[config.mk]
export PLATFORM = sky130hd
export DESIGN_NAME = nfha_ctrl
export DESIGN_NICKNAME = d
export VERILOG_FILES = /design/src/rtl/nfha_pkg.sv /design/src/rtl/nfha_ctrl.sv
export VERILOG_INCLUDE_DIRS = /design/src /design/src/rtl
export SDC_FILE = /design/constraint.sdc
export NUM_CORES = 1
export LEC_CHECK = 0
export BUFFER_PORTS_ARGS = -buffer_cell sky130_fd_sc_hd__buf_4
export CORE_MARGIN = 2
export CORE_UTILIZATION = 41
export DETAILED_ROUTE_END_ITERATION = 7
export GPL_TIMING_DRIVEN = 1
export PLACE_DENSITY_LB_ADDON = 0.05
export SLEW_MARGIN = 20
export SYNTH_ARGS = -nofsm -noshare
export SYNTH_HDL_FRONTEND = slang
export SYNTH_SLANG_ARGS = --single-unit
export TNS_END_PERCENT = 1
[constraint.sdc]
create_clock -name clk -period 11.57 [get_ports clk]
set_clock_uncertainty 0.1 [all_clocks]
set_input_delay 2.314 -clock clk [delete_from_list [all_inputs] [get_ports clk]]
set_output_delay 2.314 -clock clk [all_outputs]
set_load 0.03 [all_outputs]
[src/rtl/next_fit_heap_allocator_assert.svh]
// assertion macros used by the allocator sequencer
// needs a clk and rst signal in the scope of each use
`ifndef NEXT_FIT_HEAP_ALLOCATOR_ASSERT_SVH
`define NEXT_FIT_HEAP_ALLOCATOR_ASSERT_SVH

// same-cycle implication, disabled during reset
`define NFHA_ASSERT_NOW(lbl, ante, cons, msg) \
  lbl: assert property (@(posedge clk) disable iff (rst) (ante) |-> (cons)) else $error(msg);

// next-cycle implication, disabled during reset
`define NFHA_ASSERT_NEXT(lbl, ante, cons, msg) \
  lbl: assert property (@(posedge clk) disable iff (rst) (ante) |=> (cons)) else $error(msg);

`endif

[src/rtl/nfha_pkg.sv]
// shared types, codes and defaults of the next-fit heap allocator
// no dependencies
`timescale 1ns / 1ps

package nfha_pkg;

  // default geometry
  localparam int DEF_ARENA_BYTES   = 65536;
  localparam int DEF_HEADER_BYTES  = 16;
  localparam int DEF_GRANULE_BYTES = 8;

  // fixed field widths
  localparam int OP_W    = 3;
  localparam int ADDR_W  = 16;
  localparam int SIZE_W  = 17;
  localparam int STAT_W  = 2;
  localparam int ALIGN_W = 7;
  localparam int MAX_ADDR = 65535;

  // operation codes
  localparam logic [OP_W-1:0] OP_INIT  = 3'd0;
  localparam logic [OP_W-1:0] OP_ALLOC = 3'd1;
  localparam logic [OP_W-1:0] OP_FREE  = 3'd2;
  localparam logic [OP_W-1:0] OP_ADD   = 3'd3;
  localparam logic [OP_W-1:0] OP_QUERY = 3'd4;

  // status codes
  localparam logic [STAT_W-1:0] STATUS_OK     = 2'd0;
  localparam logic [STAT_W-1:0] STATUS_OOM    = 2'd1;
  localparam logic [STAT_W-1:0] STATUS_DOUBLE = 2'd2;
  localparam logic [STAT_W-1:0] STATUS_REJECT = 2'd3;

  typedef struct packed {
    logic [OP_W-1:0]   op;
    logic [ADDR_W-1:0] address;
    logic [SIZE_W-1:0] length;
  } item_t;

  typedef struct packed {
    logic [ADDR_W-1:0] payload_address;
    logic [SIZE_W-1:0] block_bytes;
    logic [STAT_W-1:0] status;
  } result_t;

  typedef enum logic [3:0] {
    ST_IDLE,
    ST_DISPATCH,
    ST_SRCH,
    ST_ALLOC,
    ST_ALLOC_CUR,
    ST_FIND,
    ST_MRG_RDN,
    ST_MRG_N,
    ST_MRG_P,
    ST_ADD_WALK,
    ST_ADD_INS,
    ST_ADD_LINK,
    ST_DONE
  } ctrl_state_t;

endpackage

[src/rtl/nfha_ctrl.sv]
// sequencer of the allocator: list walks, split, merge over the header ram
// depends on nfha_pkg and next_fit_heap_allocator_assert.svh
`timescale 1ns / 1ps
`include "next_fit_heap_allocator_assert.svh"

module nfha_ctrl #(
  parameter int ARENA_BYTES   = nfha_pkg::DEF_ARENA_BYTES,
  parameter int HEADER_BYTES  = nfha_pkg::DEF_HEADER_BYTES,
  parameter int GRANULE_BYTES = nfha_pkg::DEF_GRANULE_BYTES,
  localparam int SLOTS = ARENA_BYTES / GRANULE_BYTES,
  localparam int SW    = $clog2(SLOTS + 1),
  localparam int MAW   = $clog2(SLOTS),
  localparam int DW    = nfha_pkg::SIZE_W + 1 + SW
) (
  input  logic                          clk,
  input  logic                          rst,
  input  logic                          start,
  input  nfha_pkg::item_t               item,
  input  logic [nfha_pkg::ALIGN_W-1:0]  align,
  input  logic                          res_free,
  output logic                          ready,
  output logic                          done,
  output nfha_pkg::result_t             result,
  output logic                          mem_we,
  output logic [MAW-1:0]                mem_waddr_o,
  output logic [DW-1:0]                 mem_wdata,
  output logic [MAW-1:0]                mem_raddr_o,
  input  logic [DW-1:0]                 mem_rdata
);

  localparam int GSH = $clog2(GRANULE_BYTES);
  localparam int WW  = (($clog2(ARENA_BYTES) > nfha_pkg::SIZE_W) ?
                        $clog2(ARENA_BYTES) : nfha_pkg::SIZE_W) + 2;
  localparam int NW  = nfha_pkg::SIZE_W + 1;
  localparam logic [SW-1:0] NIL = SW'(SLOTS);

  nfha_pkg::ctrl_state_t state, state_next;

  logic [SW-1:0] head, head_next, cursor, cursor_next;
  logic [nfha_pkg::OP_W-1:0] op_r, op_next;
  logic [nfha_pkg::ADDR_W-1:0] addr_r, addr_next;
  logic [nfha_pkg::SIZE_W-1:0] len_r, len_next;
  logic [SW-1:0] cur, cur_next, prv, prv_next, steps, steps_next;
  logic [SW-1:0] start_r, start_next, tgt, tgt_next, hlink, hlink_next, nxo, nxo_next;
  logic [NW-1:0] need, need_next;
  logic second, second_next, pfree, pfree_next;
  logic [nfha_pkg::SIZE_W-1:0] hsize, hsize_next, psize, psize_next;
  nfha_pkg::result_t res, res_next;
  logic [SW-1:0] mem_waddr, mem_raddr;

  // read data fields
  logic [nfha_pkg::SIZE_W-1:0] r_size;
  logic r_free;
  logic [SW-1:0] r_link;
  assign r_size = mem_rdata[DW-1 -: nfha_pkg::SIZE_W];
  assign r_free = mem_rdata[SW];
  assign r_link = mem_rdata[SW-1:0];

  // request checks
  logic [WW-1:0] addr_w, len_w, cur_byte, prv_byte, nxo_byte;
  logic [nfha_pkg::ADDR_W-1:0] hdr;
  logic region_ok, add_ok, ptr_ok;
  logic [SW-1:0] s_add, tgt_ptr, start_c, steps_inc;
  logic [nfha_pkg::ALIGN_W-1:0] a_eff;
  logic [NW-1:0] need_c;

  assign addr_w   = WW'(addr_r);
  assign len_w    = WW'(len_r);
  assign cur_byte = WW'(cur) << GSH;
  assign prv_byte = WW'(prv) << GSH;
  assign nxo_byte = WW'(nxo) << GSH;
  assign hdr      = addr_r - nfha_pkg::ADDR_W'(HEADER_BYTES);
  assign region_ok = (addr_r[GSH-1:0] == '0) && (len_w >= WW'(HEADER_BYTES))
                   && (addr_w + len_w <= WW'(ARENA_BYTES))
                   && (addr_w + WW'(HEADER_BYTES) <= WW'(nfha_pkg::MAX_ADDR));
  assign add_ok  = region_ok && (addr_r != '0) && (len_w > WW'(HEADER_BYTES));
  assign ptr_ok  = (addr_r != '0) && (addr_w >= WW'(HEADER_BYTES))
                 && (hdr[GSH-1:0] == '0) && (WW'(hdr) < WW'(ARENA_BYTES));
  assign s_add   = SW'(addr_r >> GSH);
  assign tgt_ptr = SW'(hdr >> GSH);
  assign start_c = (cursor < NIL) ? cursor : head;
  assign steps_inc = steps + SW'(1);
  assign a_eff   = (align != '0) ? align : nfha_pkg::ALIGN_W'(GRANULE_BYTES);
  assign need_c  = (NW'(len_r) + NW'(a_eff) - NW'(1)) & ~(NW'(a_eff) - NW'(1));

  // walk decisions
  logic srch_hit, srch_cont, srch_retry, find_cont, walk_cont, dup;
  assign srch_hit   = r_free && (NW'(r_size) >= need);
  assign srch_cont  = (r_link < NIL) && (steps_inc < NIL);
  assign srch_retry = !second && (start_r != head) && (head < NIL);
  assign find_cont  = (r_link < NIL) && (steps_inc < NIL);
  assign walk_cont  = (r_link < NIL) && (r_link < tgt) && (steps < NIL);
  assign dup        = (cur == tgt) || (r_link == tgt);

  // split check
  logic [WW-1:0] total, naddr;
  logic split_ok;
  logic [SW-1:0] n_slot;
  assign total    = WW'(need) + WW'(HEADER_BYTES);
  assign naddr    = cur_byte + total;
  assign split_ok = (WW'(hsize) >= total + WW'(HEADER_BYTES) + WW'(align))
                  && (naddr[GSH-1:0] == '0) && (naddr < WW'(ARENA_BYTES))
                  && (naddr + WW'(HEADER_BYTES) <= WW'(nfha_pkg::MAX_ADDR));
  assign n_slot   = SW'(naddr >> GSH);

  // merge checks
  logic mn, mp;
  logic [nfha_pkg::SIZE_W-1:0] hs_m, ps_m;
  assign mn   = (nxo < NIL) && r_free
              && (cur_byte + WW'(HEADER_BYTES) + WW'(hsize) == nxo_byte);
  assign hs_m = nfha_pkg::SIZE_W'(WW'(hsize) + WW'(HEADER_BYTES) + WW'(r_size));
  assign mp   = (prv < NIL) && r_free
              && (prv_byte + WW'(HEADER_BYTES) + WW'(r_size) == cur_byte);
  assign ps_m = nfha_pkg::SIZE_W'(WW'(r_size) + WW'(HEADER_BYTES) + WW'(hsize));

  // next state
  always_comb begin
    state_next = state;
    case (state)
      nfha_pkg::ST_IDLE: if (start) state_next = nfha_pkg::ST_DISPATCH;
      nfha_pkg::ST_DISPATCH: begin
        case (op_r)
          nfha_pkg::OP_ALLOC:
            state_next = (start_c < NIL) ? nfha_pkg::ST_SRCH : nfha_pkg::ST_DONE;
          nfha_pkg::OP_FREE, nfha_pkg::OP_QUERY:
            state_next = (ptr_ok && head < NIL) ? nfha_pkg::ST_FIND : nfha_pkg::ST_DONE;
          nfha_pkg::OP_ADD: begin
            if (!add_ok) state_next = nfha_pkg::ST_DONE;
            else if (head < NIL && s_add >= head) state_next = nfha_pkg::ST_ADD_WALK;
            else state_next = nfha_pkg::ST_ADD_INS;
          end
          default: state_next = nfha_pkg::ST_DONE;
        endcase
      end
      nfha_pkg::ST_SRCH: begin
        if (srch_hit) state_next = nfha_pkg::ST_ALLOC;
        else if (!srch_cont && !srch_retry) state_next = nfha_pkg::ST_DONE;
      end
      nfha_pkg::ST_ALLOC:     state_next = nfha_pkg::ST_ALLOC_CUR;
      nfha_pkg::ST_ALLOC_CUR: state_next = nfha_pkg::ST_DONE;
      nfha_pkg::ST_FIND: begin
        if (cur == tgt) begin
          state_next = (op_r == nfha_pkg::OP_QUERY || r_free) ?
                       nfha_pkg::ST_DONE : nfha_pkg::ST_MRG_RDN;
        end else if (!find_cont) begin
          state_next = nfha_pkg::ST_DONE;
        end
      end
      nfha_pkg::ST_MRG_RDN: state_next = nfha_pkg::ST_MRG_N;
      nfha_pkg::ST_MRG_N:   state_next = nfha_pkg::ST_MRG_P;
      nfha_pkg::ST_MRG_P:   state_next = nfha_pkg::ST_DONE;
      nfha_pkg::ST_ADD_WALK: begin
        if (!walk_cont) state_next = dup ? nfha_pkg::ST_DONE : nfha_pkg::ST_ADD_INS;
      end
      nfha_pkg::ST_ADD_INS:
        state_next = (cur >= NIL) ? nfha_pkg::ST_MRG_RDN : nfha_pkg::ST_ADD_LINK;
      nfha_pkg::ST_ADD_LINK: state_next = nfha_pkg::ST_MRG_RDN;
      nfha_pkg::ST_DONE: if (res_free) state_next = nfha_pkg::ST_IDLE;
      default: state_next = nfha_pkg::ST_IDLE;
    endcase
  end

  // datapath and memory port control
  always_comb begin
    head_next = head;   cursor_next = cursor; op_next = op_r;  addr_next = addr_r;
    len_next = len_r;   cur_next = cur;       prv_next = prv;  steps_next = steps;
    start_next = start_r; tgt_next = tgt;     hlink_next = hlink; nxo_next = nxo;
    need_next = need;   second_next = second; pfree_next = pfree;
    hsize_next = hsize; psize_next = psize;   res_next = res;
    mem_we = 1'b0; mem_waddr = '0; mem_wdata = '0; mem_raddr = '0;
    case (state)
      nfha_pkg::ST_IDLE: begin
        if (start) begin
          op_next = item.op; addr_next = item.address; len_next = item.length;
          res_next = '0;
        end
      end
      nfha_pkg::ST_DISPATCH: begin
        need_next   = need_c;
        start_next  = start_c;
        tgt_next    = (op_r == nfha_pkg::OP_ADD) ? s_add : tgt_ptr;
        steps_next  = '0;
        second_next = 1'b0;
        prv_next    = NIL;
        case (op_r)
          nfha_pkg::OP_INIT: begin
            if (region_ok) begin
              mem_we = 1'b1; mem_waddr = s_add;
              mem_wdata = {nfha_pkg::SIZE_W'(len_r - nfha_pkg::SIZE_W'(HEADER_BYTES)),
                           1'b1, NIL};
              head_next = s_add; cursor_next = s_add;
            end else begin
              res_next.status = nfha_pkg::STATUS_REJECT;
            end
          end
          nfha_pkg::OP_ALLOC: begin
            if (start_c < NIL) begin
              mem_raddr = start_c; cur_next = start_c;
            end else begin
              res_next.status = nfha_pkg::STATUS_OOM;
            end
          end
          nfha_pkg::OP_FREE, nfha_pkg::OP_QUERY: begin
            if (ptr_ok && head < NIL) begin
              mem_raddr = head; cur_next = head;
            end else begin
              res_next.status = nfha_pkg::STATUS_REJECT;
            end
          end
          nfha_pkg::OP_ADD: begin
            if (!add_ok) begin
              res_next.status = nfha_pkg::STATUS_REJECT;
            end else if (head < NIL && s_add >= head) begin
              mem_raddr = head; cur_next = head;
            end else begin
              cur_next = NIL;
            end
          end
          default: res_next.status = nfha_pkg::STATUS_REJECT;
        endcase
      end
      // next-fit search, one block a cycle
      nfha_pkg::ST_SRCH: begin
        if (srch_hit) begin
          hsize_next = r_size; hlink_next = r_link;
        end else if (srch_cont) begin
          mem_raddr = r_link; cur_next = r_link; steps_next = steps_inc;
        end else if (srch_retry) begin
          second_next = 1'b1; mem_raddr = head; cur_next = head; steps_next = '0;
        end else begin
          res_next.status = nfha_pkg::STATUS_OOM;
        end
      end
      // split off the tail as a new free block when the block found is large enough
      nfha_pkg::ST_ALLOC: begin
        if (split_ok) begin
          mem_we = 1'b1; mem_waddr = n_slot;
          mem_wdata = {nfha_pkg::SIZE_W'(WW'(hsize) - total), 1'b1, hlink};
          hsize_next = need[nfha_pkg::SIZE_W-1:0];
          hlink_next = n_slot;
        end
      end
      nfha_pkg::ST_ALLOC_CUR: begin
        mem_we = 1'b1; mem_waddr = cur; mem_wdata = {hsize, 1'b0, hlink};
        cursor_next = (hlink < NIL) ? hlink : head;
        res_next.payload_address = nfha_pkg::ADDR_W'(cur_byte + WW'(HEADER_BYTES));
        res_next.block_bytes = hsize;
      end
      // predecessor walk for free and query
      nfha_pkg::ST_FIND: begin
        if (cur == tgt) begin
          hsize_next = r_size; hlink_next = r_link;
          res_next.block_bytes = r_size;
          if (op_r != nfha_pkg::OP_QUERY && r_free) begin
            res_next.status = nfha_pkg::STATUS_DOUBLE;
          end
        end else if (find_cont) begin
          prv_next = cur; cur_next = r_link; mem_raddr = r_link; steps_next = steps_inc;
        end else begin
          res_next.status = nfha_pkg::STATUS_REJECT;
        end
      end
      // merge with the forward neighbour
      nfha_pkg::ST_MRG_RDN: begin
        nxo_next = hlink; mem_raddr = hlink;
      end
      nfha_pkg::ST_MRG_N: begin
        mem_we = 1'b1; mem_waddr = cur;
        if (mn) begin
          hsize_next = hs_m; hlink_next = r_link;
          mem_wdata = {hs_m, 1'b1, r_link};
        end else begin
          mem_wdata = {hsize, 1'b1, hlink};
        end
        mem_raddr = prv;
      end
      // merge into the backward neighbour and repair the cursor
      nfha_pkg::ST_MRG_P: begin
        if (mp) begin
          mem_we = 1'b1; mem_waddr = prv; mem_wdata = {ps_m, 1'b1, hlink};
        end
        if (cursor >= NIL || cursor == nxo || (mp && cursor == cur)) begin
          cursor_next = mp ? prv : cur;
        end
      end
      // ordered insertion point for a new region
      nfha_pkg::ST_ADD_WALK: begin
        if (walk_cont) begin
          cur_next = r_link; steps_next = steps_inc; mem_raddr = r_link;
        end else begin
          hlink_next = r_link; psize_next = r_size; pfree_next = r_free;
          if (dup) res_next.status = nfha_pkg::STATUS_REJECT;
        end
      end
      nfha_pkg::ST_ADD_INS: begin
        mem_we = 1'b1; mem_waddr = tgt;
        hsize_next = nfha_pkg::SIZE_W'(len_r - nfha_pkg::SIZE_W'(HEADER_BYTES));
        if (cur >= NIL) begin
          mem_wdata = {hsize_next, 1'b1, head};
          hlink_next = head; head_next = tgt; prv_next = NIL; cur_next = tgt;
        end else begin
          mem_wdata = {hsize_next, 1'b1, hlink};
          prv_next = cur;
        end
      end
      nfha_pkg::ST_ADD_LINK: begin
        mem_we = 1'b1; mem_waddr = prv; mem_wdata = {psize, pfree, tgt};
        cur_next = tgt;
      end
      default: ;
    endcase
  end

  // control registers
  always_ff @(posedge clk) begin
    if (rst) begin
      state <= nfha_pkg::ST_IDLE;
      head <= NIL;
      cursor <= NIL;
    end else begin
      state <= state_next;
      head <= head_next;
      cursor <= cursor_next;
    end
  end

  // working registers
  always_ff @(posedge clk) begin
    op_r <= op_next;     addr_r <= addr_next;   len_r <= len_next;
    cur <= cur_next;     prv <= prv_next;       steps <= steps_next;
    start_r <= start_next; tgt <= tgt_next;     hlink <= hlink_next;
    nxo <= nxo_next;     need <= need_next;     second <= second_next;
    pfree <= pfree_next; hsize <= hsize_next;   psize <= psize_next;
    res <= res_next;
  end

  assign ready  = (state == nfha_pkg::ST_IDLE);
  assign done   = (state == nfha_pkg::ST_DONE) && res_free;
  assign result = res;
  assign mem_waddr_o = mem_waddr[MAW-1:0];
  assign mem_raddr_o = mem_raddr[MAW-1:0];

  // checks
  `NFHA_ASSERT_NOW(a_no_write_idle, state == nfha_pkg::ST_IDLE, !mem_we, "ram write while idle")
  `NFHA_ASSERT_NEXT(a_done_single, done, !done, "result transfer repeated")
  `NFHA_ASSERT_NEXT(a_start_dispatch, start, state == nfha_pkg::ST_DISPATCH, "item not dispatched")

endmodule

==> summary.md, run 1 <==
| Metric | Value |
|---|---|
| Outcome | `finished, final reports clean` |
| CP Cell Sequence | `buf_4 -> ha_1 -> ha_1 -> fa_1 -> a211o_1 -> o211ai_1 -> a221oi_1 -> nand2_1 -> a21oi_1 -> xnor2_1 -> ha_1 -> and4_1 -> a41oi_1 -> a2111oi_0 -> o311ai_0 -> or2_1 -> nand3b_4 -> a221o_1 -> buf_4` |
| Synth area leaders | `edfxtp_1 28%, ha_1 12%, xnor2_1 4.4%` |
| Clock Latency Late Sink | `0.56 ns` |
| Die ar. | `60200 µm²` |
| Total GRT Usage | `33.0%` |
| R2R Setup Slk | `4.96 ns` |
| Most Used Layer, Global Route | `met2` |
| Setup-failing EPs final | `0` |
| Reg2reg end | `hsize[11]` |
| Maxcap violations | `0` |
| Unrepaired setup endpoints after global routing | `no` |
| Largest net degree at the start of global routing | `61` |
| Netlist cell types | `105` |
| Max rail drop VDD | `0.143 mV` |
| Most frequent CP cell | `ha_1` |
| Drt first pass iters | `7` |
| Seq cells post-synth | `251` |
| Final hold vios | `0` |
| CTS root buf | `clkbuf_16` |
| H-tree levels | `2` |
| PortBufs | `171` |
| Commonest non-fill, non-tap cells in the layout | `237 x ha_1, 235 x nand2_1, 229 x buf_4` |
| Core area | `57600 µm²` |
| Gr ovfl total | `0` |
| Number of remaining DRC errors | `0` |
| Row count | `88` |
| Prevailing post-synth register cell | `edfxtp_1` |
| Leak pwr | `10.9 nW` |
| Layout Nets | `3084` |
| Hold path endpoint | `steps[0]` |
| Final setup TNS | `0 ns` |
| WS Path Type | `in2out` |
| Hold Buf Count CTS | `0` |
| Critical-path maximum fanout | `14` |
| Iteration-0 DRC Markers | `2613` |
| DRT Wirelength | `101000 µm` |
| Critical Path Max Stage Delay | `0.73 ns` |
| Vias in the first global route | `22.2k` |
| Vias | `22.8k` |
| Placer Congestion | `0.968` |
| Area Overhead vs Synth | `13.3%` |
| CP Data Arrival Time | `7.60 ns` |
| Tcrit/Tclk final | `86.6%` |
| Worst-margin pin slew | `1.13 ns` |
| Async SR Flop Fraction | `0%` |
| Worst Reg-to-Reg Cells | `21` |
| Pins Over Slew Limit | `0` |
| Fmax | `0.0999 GHz` |
| Worst hold path class | `reg2reg` |
| Met3 usage | `6.25%` |
| Yosys warnings | `0` |
| # resized after CTS | `0` |
| Sequential area share after synthesis | `30.2%` |
| Core Util, Final | `47.0%` |
| Initial Utilization | `41.5%` |
| Via density | `6.43` |
| Postcts setup bufs | `0` |
| Post-synth EDFFs | `219` |
| WL/cell | `28.3 µm` |
| CP max-delay cell | `a2111oi_0` |
| CTS tree | `built` |
| Layout cell share with drive strength beyond 1 | `13.9%` |
| Commonest non-fill, non-tap cell in the layout | `ha_1` |
| Grt met2 use | `48.7%` |
| Die width | `245 µm` |
| Clk sinks | `251` |
| Post-place instance area | `26000 µm²` |
| TritonCTS Buffers | `34` |
| Antenna-violating nets left | `0` |
| Fill count | `5553` |
| Global-route wire length before repair | `148000 µm` |
| Num ports | `175` |
| Synth Instances | `2640` |
| Post-DP HPWL | `77200 µm` |
| Slew HR | `24.6%` |
| Setup crit start kind | `input port` |
| Final min period | `10.01 ns` |
| Worst flop-to-flop path startpoint | `need[5]` |
| Yosys top cell by area | `edfxtp_1` |
| Synthesized area | `23900 µm²` |
| Met1 usage | `46.6%` |
| Initial antenna violation count | `1` |
| Mean Syn Cell Area | `9.04 µm²` |
| Clock slew at reported path FFs | `0.05 ns` |
| CTS max path bufs | `3` |
| Finished Cell Area | `27000 µm²` |
| Hold Path Cell Cnt | `1` |
| Area share of the largest cell type after synthesis | `27.5%` |
| Die Y | `245 µm` |
| Worst Setup End Kind | `output port` |
| Hold path start | `steps[0]` |
| PD cells | `247 nW/µm²` |
| Crit path required time | `9.16 ns` |
[metrics by stage]
stage / setup WS [ns] / cells / power, W / hold WS (ns)
after global routing: 1.20 / 3549 / 0.00707 / 0.554
after floorplan: 2.86 / 2642 / 0.00425 / 0.324
after detailed placement: 1.67 / 3489 / 0.00553 / 0.511
after CTS: 1.62 / 3549 / 0.00660 / 0.528
final: 1.56 / 3552 / 0.00667 / 0.522
after global placement: 1.81 / 3487 / 0.00551 / 0.494
[cells by family (layout without fill, tap and decap cells)]
logic type,count (synthesis),in the layout,share of synthesized area (%)
adders and majority gates,245,245,13.1
and+or+nand+nor,811,811,17.4
other,1,6,0.0157
muxes,68,68,2.94
DFF,251,251,30.2
AOI/OAI and AO/OA,738,738,23.0
buffers and inverters,305,447,5.28
xor gates and xnor gates,221,221,8.11
[cells in the mapped netlist (18+ instances only)]
cell	n
a211oi_1	28
a21o_1	41
a21oi_1	137
a221o_1	18
a221oi_1	61
a222oi_1	34
and2_1	34
and3_1	23
buf_2	19
clkbuf_1	108
dfxtp_1	32
edfxtp_1	219
ha_1	237
inv_1	156
mux2i_1	51
nand2_1	235
nand2b_1	30
nand3_1	52
nand4_1	34
nor2_1	156
nor2b_1	30
nor3_1	74
nor4_1	32
o211ai_1	36
o21a_1	22
o21ai_0	116
o221ai_1	27
or3_1	20
xnor2_1	121
xor2_1	100
[power by group]
| part | switching, W | leakage [nW] | internal [W] |
|---|---|---|---|
| logic | 0.00245 | 8.06 | 0.00143 |
| registers | 0.000390 | 2.32 | 0.00136 |
| clock network | 0.000438 | 0.525 | 0.000605 |
[worst max path at each step]
stage / start / depth (start not counted) / to / slack, ns
after floorplan: align[1] / 20 / mem_wdata[0] / 2.86
after global placement: align[1] / 20 / mem_wdata[3] / 1.81
after detailed placement: align[1] / 19 / mem_wdata[10] / 1.67
after CTS: align[1] / 19 / mem_wdata[4] / 1.62
after global routing: align[1] / 20 / mem_wdata[4] / 1.20
final: align[1] / 19 / mem_wdata[4] / 1.56
[state kept, by name, summed over array words and instances (netlist names)]
register / flops
need: 18
start_r: 14
steps: 14
addr_r: 16
hsize: 17
pfree: 1
state: 4
nxo: 14
result: 32
cur: 14
hlink: 14
cursor: 14
len_r: 17
tgt: 13
second: 1
op_r: 3
psize: 17
head: 14
prv: 14
[layer usage]
metal / routed length (µm) / part of all wire [%]
met1: 44300 / 44
met2: 41900 / 42
met3: 9260 / 9.2
met4: 5100 / 5.1
met5: 0 / 0
[worst max-delay path: cells and delay by family]
family / cells / cell delay, ns
simple gates: 4 / 1.24
buf+inv: 2 / 0.29
compound gates: 8 / 2.64
xor+xnor: 1 / 0.09
fa+ha+maj: 4 / 1.01
[layout make-up]
class | count | area, µm² | area share [%]
inverters | 157 | 592 | 2.19
multi-input cells | 2086 | 15500 | 57.2
flip-flops and latches | 251 | 7220 | 26.7
repair buffers | 230 | 1730 | 6.40
clock buffers | 41 | 907 | 3.35
diodes | 3 | 7.51 | 0.0278
clock inverters | 19 | 163 | 0.601
well taps | 765 | 957 | 3.54
Note: power is estimated with default switching activity, not from simulation.
==> inputs of run 2 (changes only) <==
==> constraint.sdc (replaced) <==
create_clock -name clk -period 12.2 [get_ports clk]
set_clock_uncertainty 0.1 [all_clocks]
set_input_delay 2.44 -clock clk [delete_from_list [all_inputs] [get_ports clk]]
set_output_delay 2.44 -clock clk [all_outputs]
set_load 0.03 [all_outputs]
==> run 2 against run 1 <==
Effect of this change:
- the run now ends with design-rule violations left
- sequential power shrank 5%
- final cell count is the same
- routed wire length grew 0.58%
- clock power is essentially flat
- total power shrank 3.9%
- sequential cell count is the same
- combinational power shrank 5.2%
- via count grew 0.44%
- sequential share of layout area shrank 0.10 points
- critical endpoint is now mem_wdata[31]
- largest power group unchanged
==> summary.md, run 2 (same netlist as run 1, synthesis figures left out) <==
| Metric | Value |
|---|---|
| TritonCTS Buffers | `36` |
| Clk sinks | `251` |
| Initial antenna violation count | `1` |
| Failing checks | `design-rule violations` |
| CTS tree | `built` |
| Clock slew at reported path FFs | `0.05 ns` |
| Row count | `88` |
| Number of remaining DRC errors | `11` |
| Largest net degree at the start of global routing | `51` |
| Setup-failing EPs final | `0` |
| Commonest non-fill, non-tap cell in the layout | `ha_1` |
| Antenna-violating nets left | `0` |
| Leak pwr | `11.0 nW` |
| Maxcap violations | `0` |
| Gr ovfl total | `0` |
| Post-DP HPWL | `78000 µm` |
| WL/cell | `28.5 µm` |
| Via density | `6.46` |
| Met3 usage | `6.24%` |
| Slew HR | `21.8%` |
| Core area | `57600 µm²` |
| Met1 usage | `45.6%` |
| PD cells | `236 nW/µm²` |
| Global-route wire length before repair | `147000 µm` |
| Hold Buf Count CTS | `0` |
| H-tree levels | `2` |
| Grt met2 use | `49.4%` |
| CP Data Arrival Time | `8.01 ns` |
| Worst Setup End Kind | `output port` |
| Largest register FFs | `32` |
| Postcts setup bufs | `0` |
| Final setup TNS | `0 ns` |
| Core Util, Final | `47.2%` |
| Fill count | `5619` |
| Worst Reg-to-Reg Cells | `21` |
| Initial Utilization | `41.5%` |
| Critical-path maximum fanout | `16` |
| Worst hold path class | `reg2reg` |
| Drt first pass iters | `8` |
| Area Overhead vs Synth | `13.7%` |
| Total design power | `0.00641 W` |
| Multi-input logic area | `15500 µm²` |
| Layout cell share with drive strength beyond 1 | `14.0%` |
| Worst-margin pin slew | `1.17 ns` |
| Clock Latency Late Sink | `0.56 ns` |
| WS Path Type | `in2out` |
| CP max-delay cell | `nand4_1` |
| Critical Path Max Stage Delay | `0.80 ns` |
| CTS max path bufs | `3` |
| CP Cell Sequence | `buf_4 -> ha_1 -> ha_1 -> a21o_1 -> a21oi_1 -> o21ai_0 -> nand2_1 -> a21o_1 -> nor3_1 -> o21bai_1 -> ha_1 -> a21o_1 -> a21o_1 -> a21o_1 -> a211o_1 -> a41oi_1 -> a2111oi_0 -> nand4_1 -> buf_4 -> a2111oi_0 -> a211o_1 -> buf_4` |
| Die ar. | `60200 µm²` |
| Post-place instance area | `25900 µm²` |
| Iteration-0 DRC Markers | `2451` |
| Die width | `245 µm` |
| Pins Over Slew Limit | `0` |
| # resized after CTS | `0` |
| DRT Wirelength | `101000 µm` |
| Fmax | `0.0948 GHz` |
| PortBufs | `171` |
| CTS root buf | `clkbuf_16` |
| Most Used Layer, Global Route | `met2` |
| Outcome | `complete, but fails checks` |
| Setup crit start kind | `input port` |
| Max rail drop VDD | `0.144 mV` |
| Num ports | `175` |
| Most frequent CP cell | `a21o_1` |
| Final hold vios | `0` |
| Tcrit/Tclk final | `86.4%` |
| Commonest non-fill, non-tap cells in the layout | `237 x ha_1, 235 x nand2_1, 228 x buf_4` |
| Hold Path Cell Cnt | `2` |
| Worst hold slack | `0.517 ns` |
| Unrepaired setup endpoints after global routing | `no` |
| Final min period | `10.55 ns` |
| Reg area | `7220 µm²` |
| Layout Nets | `3084` |
| Finished Cell Area | `27200 µm²` |
| Die Y | `245 µm` |
| Vias | `22.9k` |
| Total GRT Usage | `32.8%` |
| Crit path required time | `9.66 ns` |
| Ant. Diodes | `0` |
| Placer Congestion | `0.946` |
| Vias in the first global route | `22.1k` |
[run 2: cell count changes in the layout (fill, tap and decap cells not counted), sizes merged]
cell | previous run | this run
diode | 3 | 0
buf | 230 | 228
clkinv | 15 | 12
clkinvlp | 2 | 3
clkbuf | 41 | 47
bufinv | 2 | 3
[run 2: final timing paths]
check,endpoint,start,slack [ns]
max,mem_wdata[31],align[2],1.65
min,steps[9],steps[9],0.52
max reg2reg,hsize[8],need[4],5.58
min reg2reg,steps[9],steps[9],0.52
[run 2: stage by stage]
step | instances | setup slack [ns]
after floorplan | 2642 | 3.24
after global placement | 3487 | 1.87
after detailed placement | 3487 | 1.81
after CTS | 3552 | 1.76
after global routing | 3552 | 1.37
final | 3552 | 1.65
[run 2: worst max-delay path: cells and delay by family]
family,cells,cell delay (ns)
and+or+nand+nor,3,1.09
adders and majority gates,3,1.00
AOI/OAI and AO/OA,13,2.64
buffers and inverters,3,0.81
[run 2: area by class of cell]
class,count,share of cell area [%]
clock inverters,18,0.705
clock buffers,47,3.70
flip-flops and latches,251,26.6
well taps,765,3.53
repair buffers,228,6.30
inverters,157,2.18
multi-input cells,2086,57.0
[run 2: layer usage]
layer	wire, µm	share of wire, %	up-vias
met5	0	0	-
met4	4880	4.8	0
met3	9520	9.4	242
met2	42800	42	1241
met1	44000	44	11200
li1	-	-	10300
[run 2: power by group]
| group | switching (W) | total (W) | internal [W] |
|---|---|---|---|
| clock network | 0.000427 | 0.00107 | 0.000648 |
| registers | 0.000367 | 0.00166 | 0.00129 |
| logic | 0.00233 | 0.00368 | 0.00135 |
| total | 0.00312 | 0.00641 | 0.00329 |
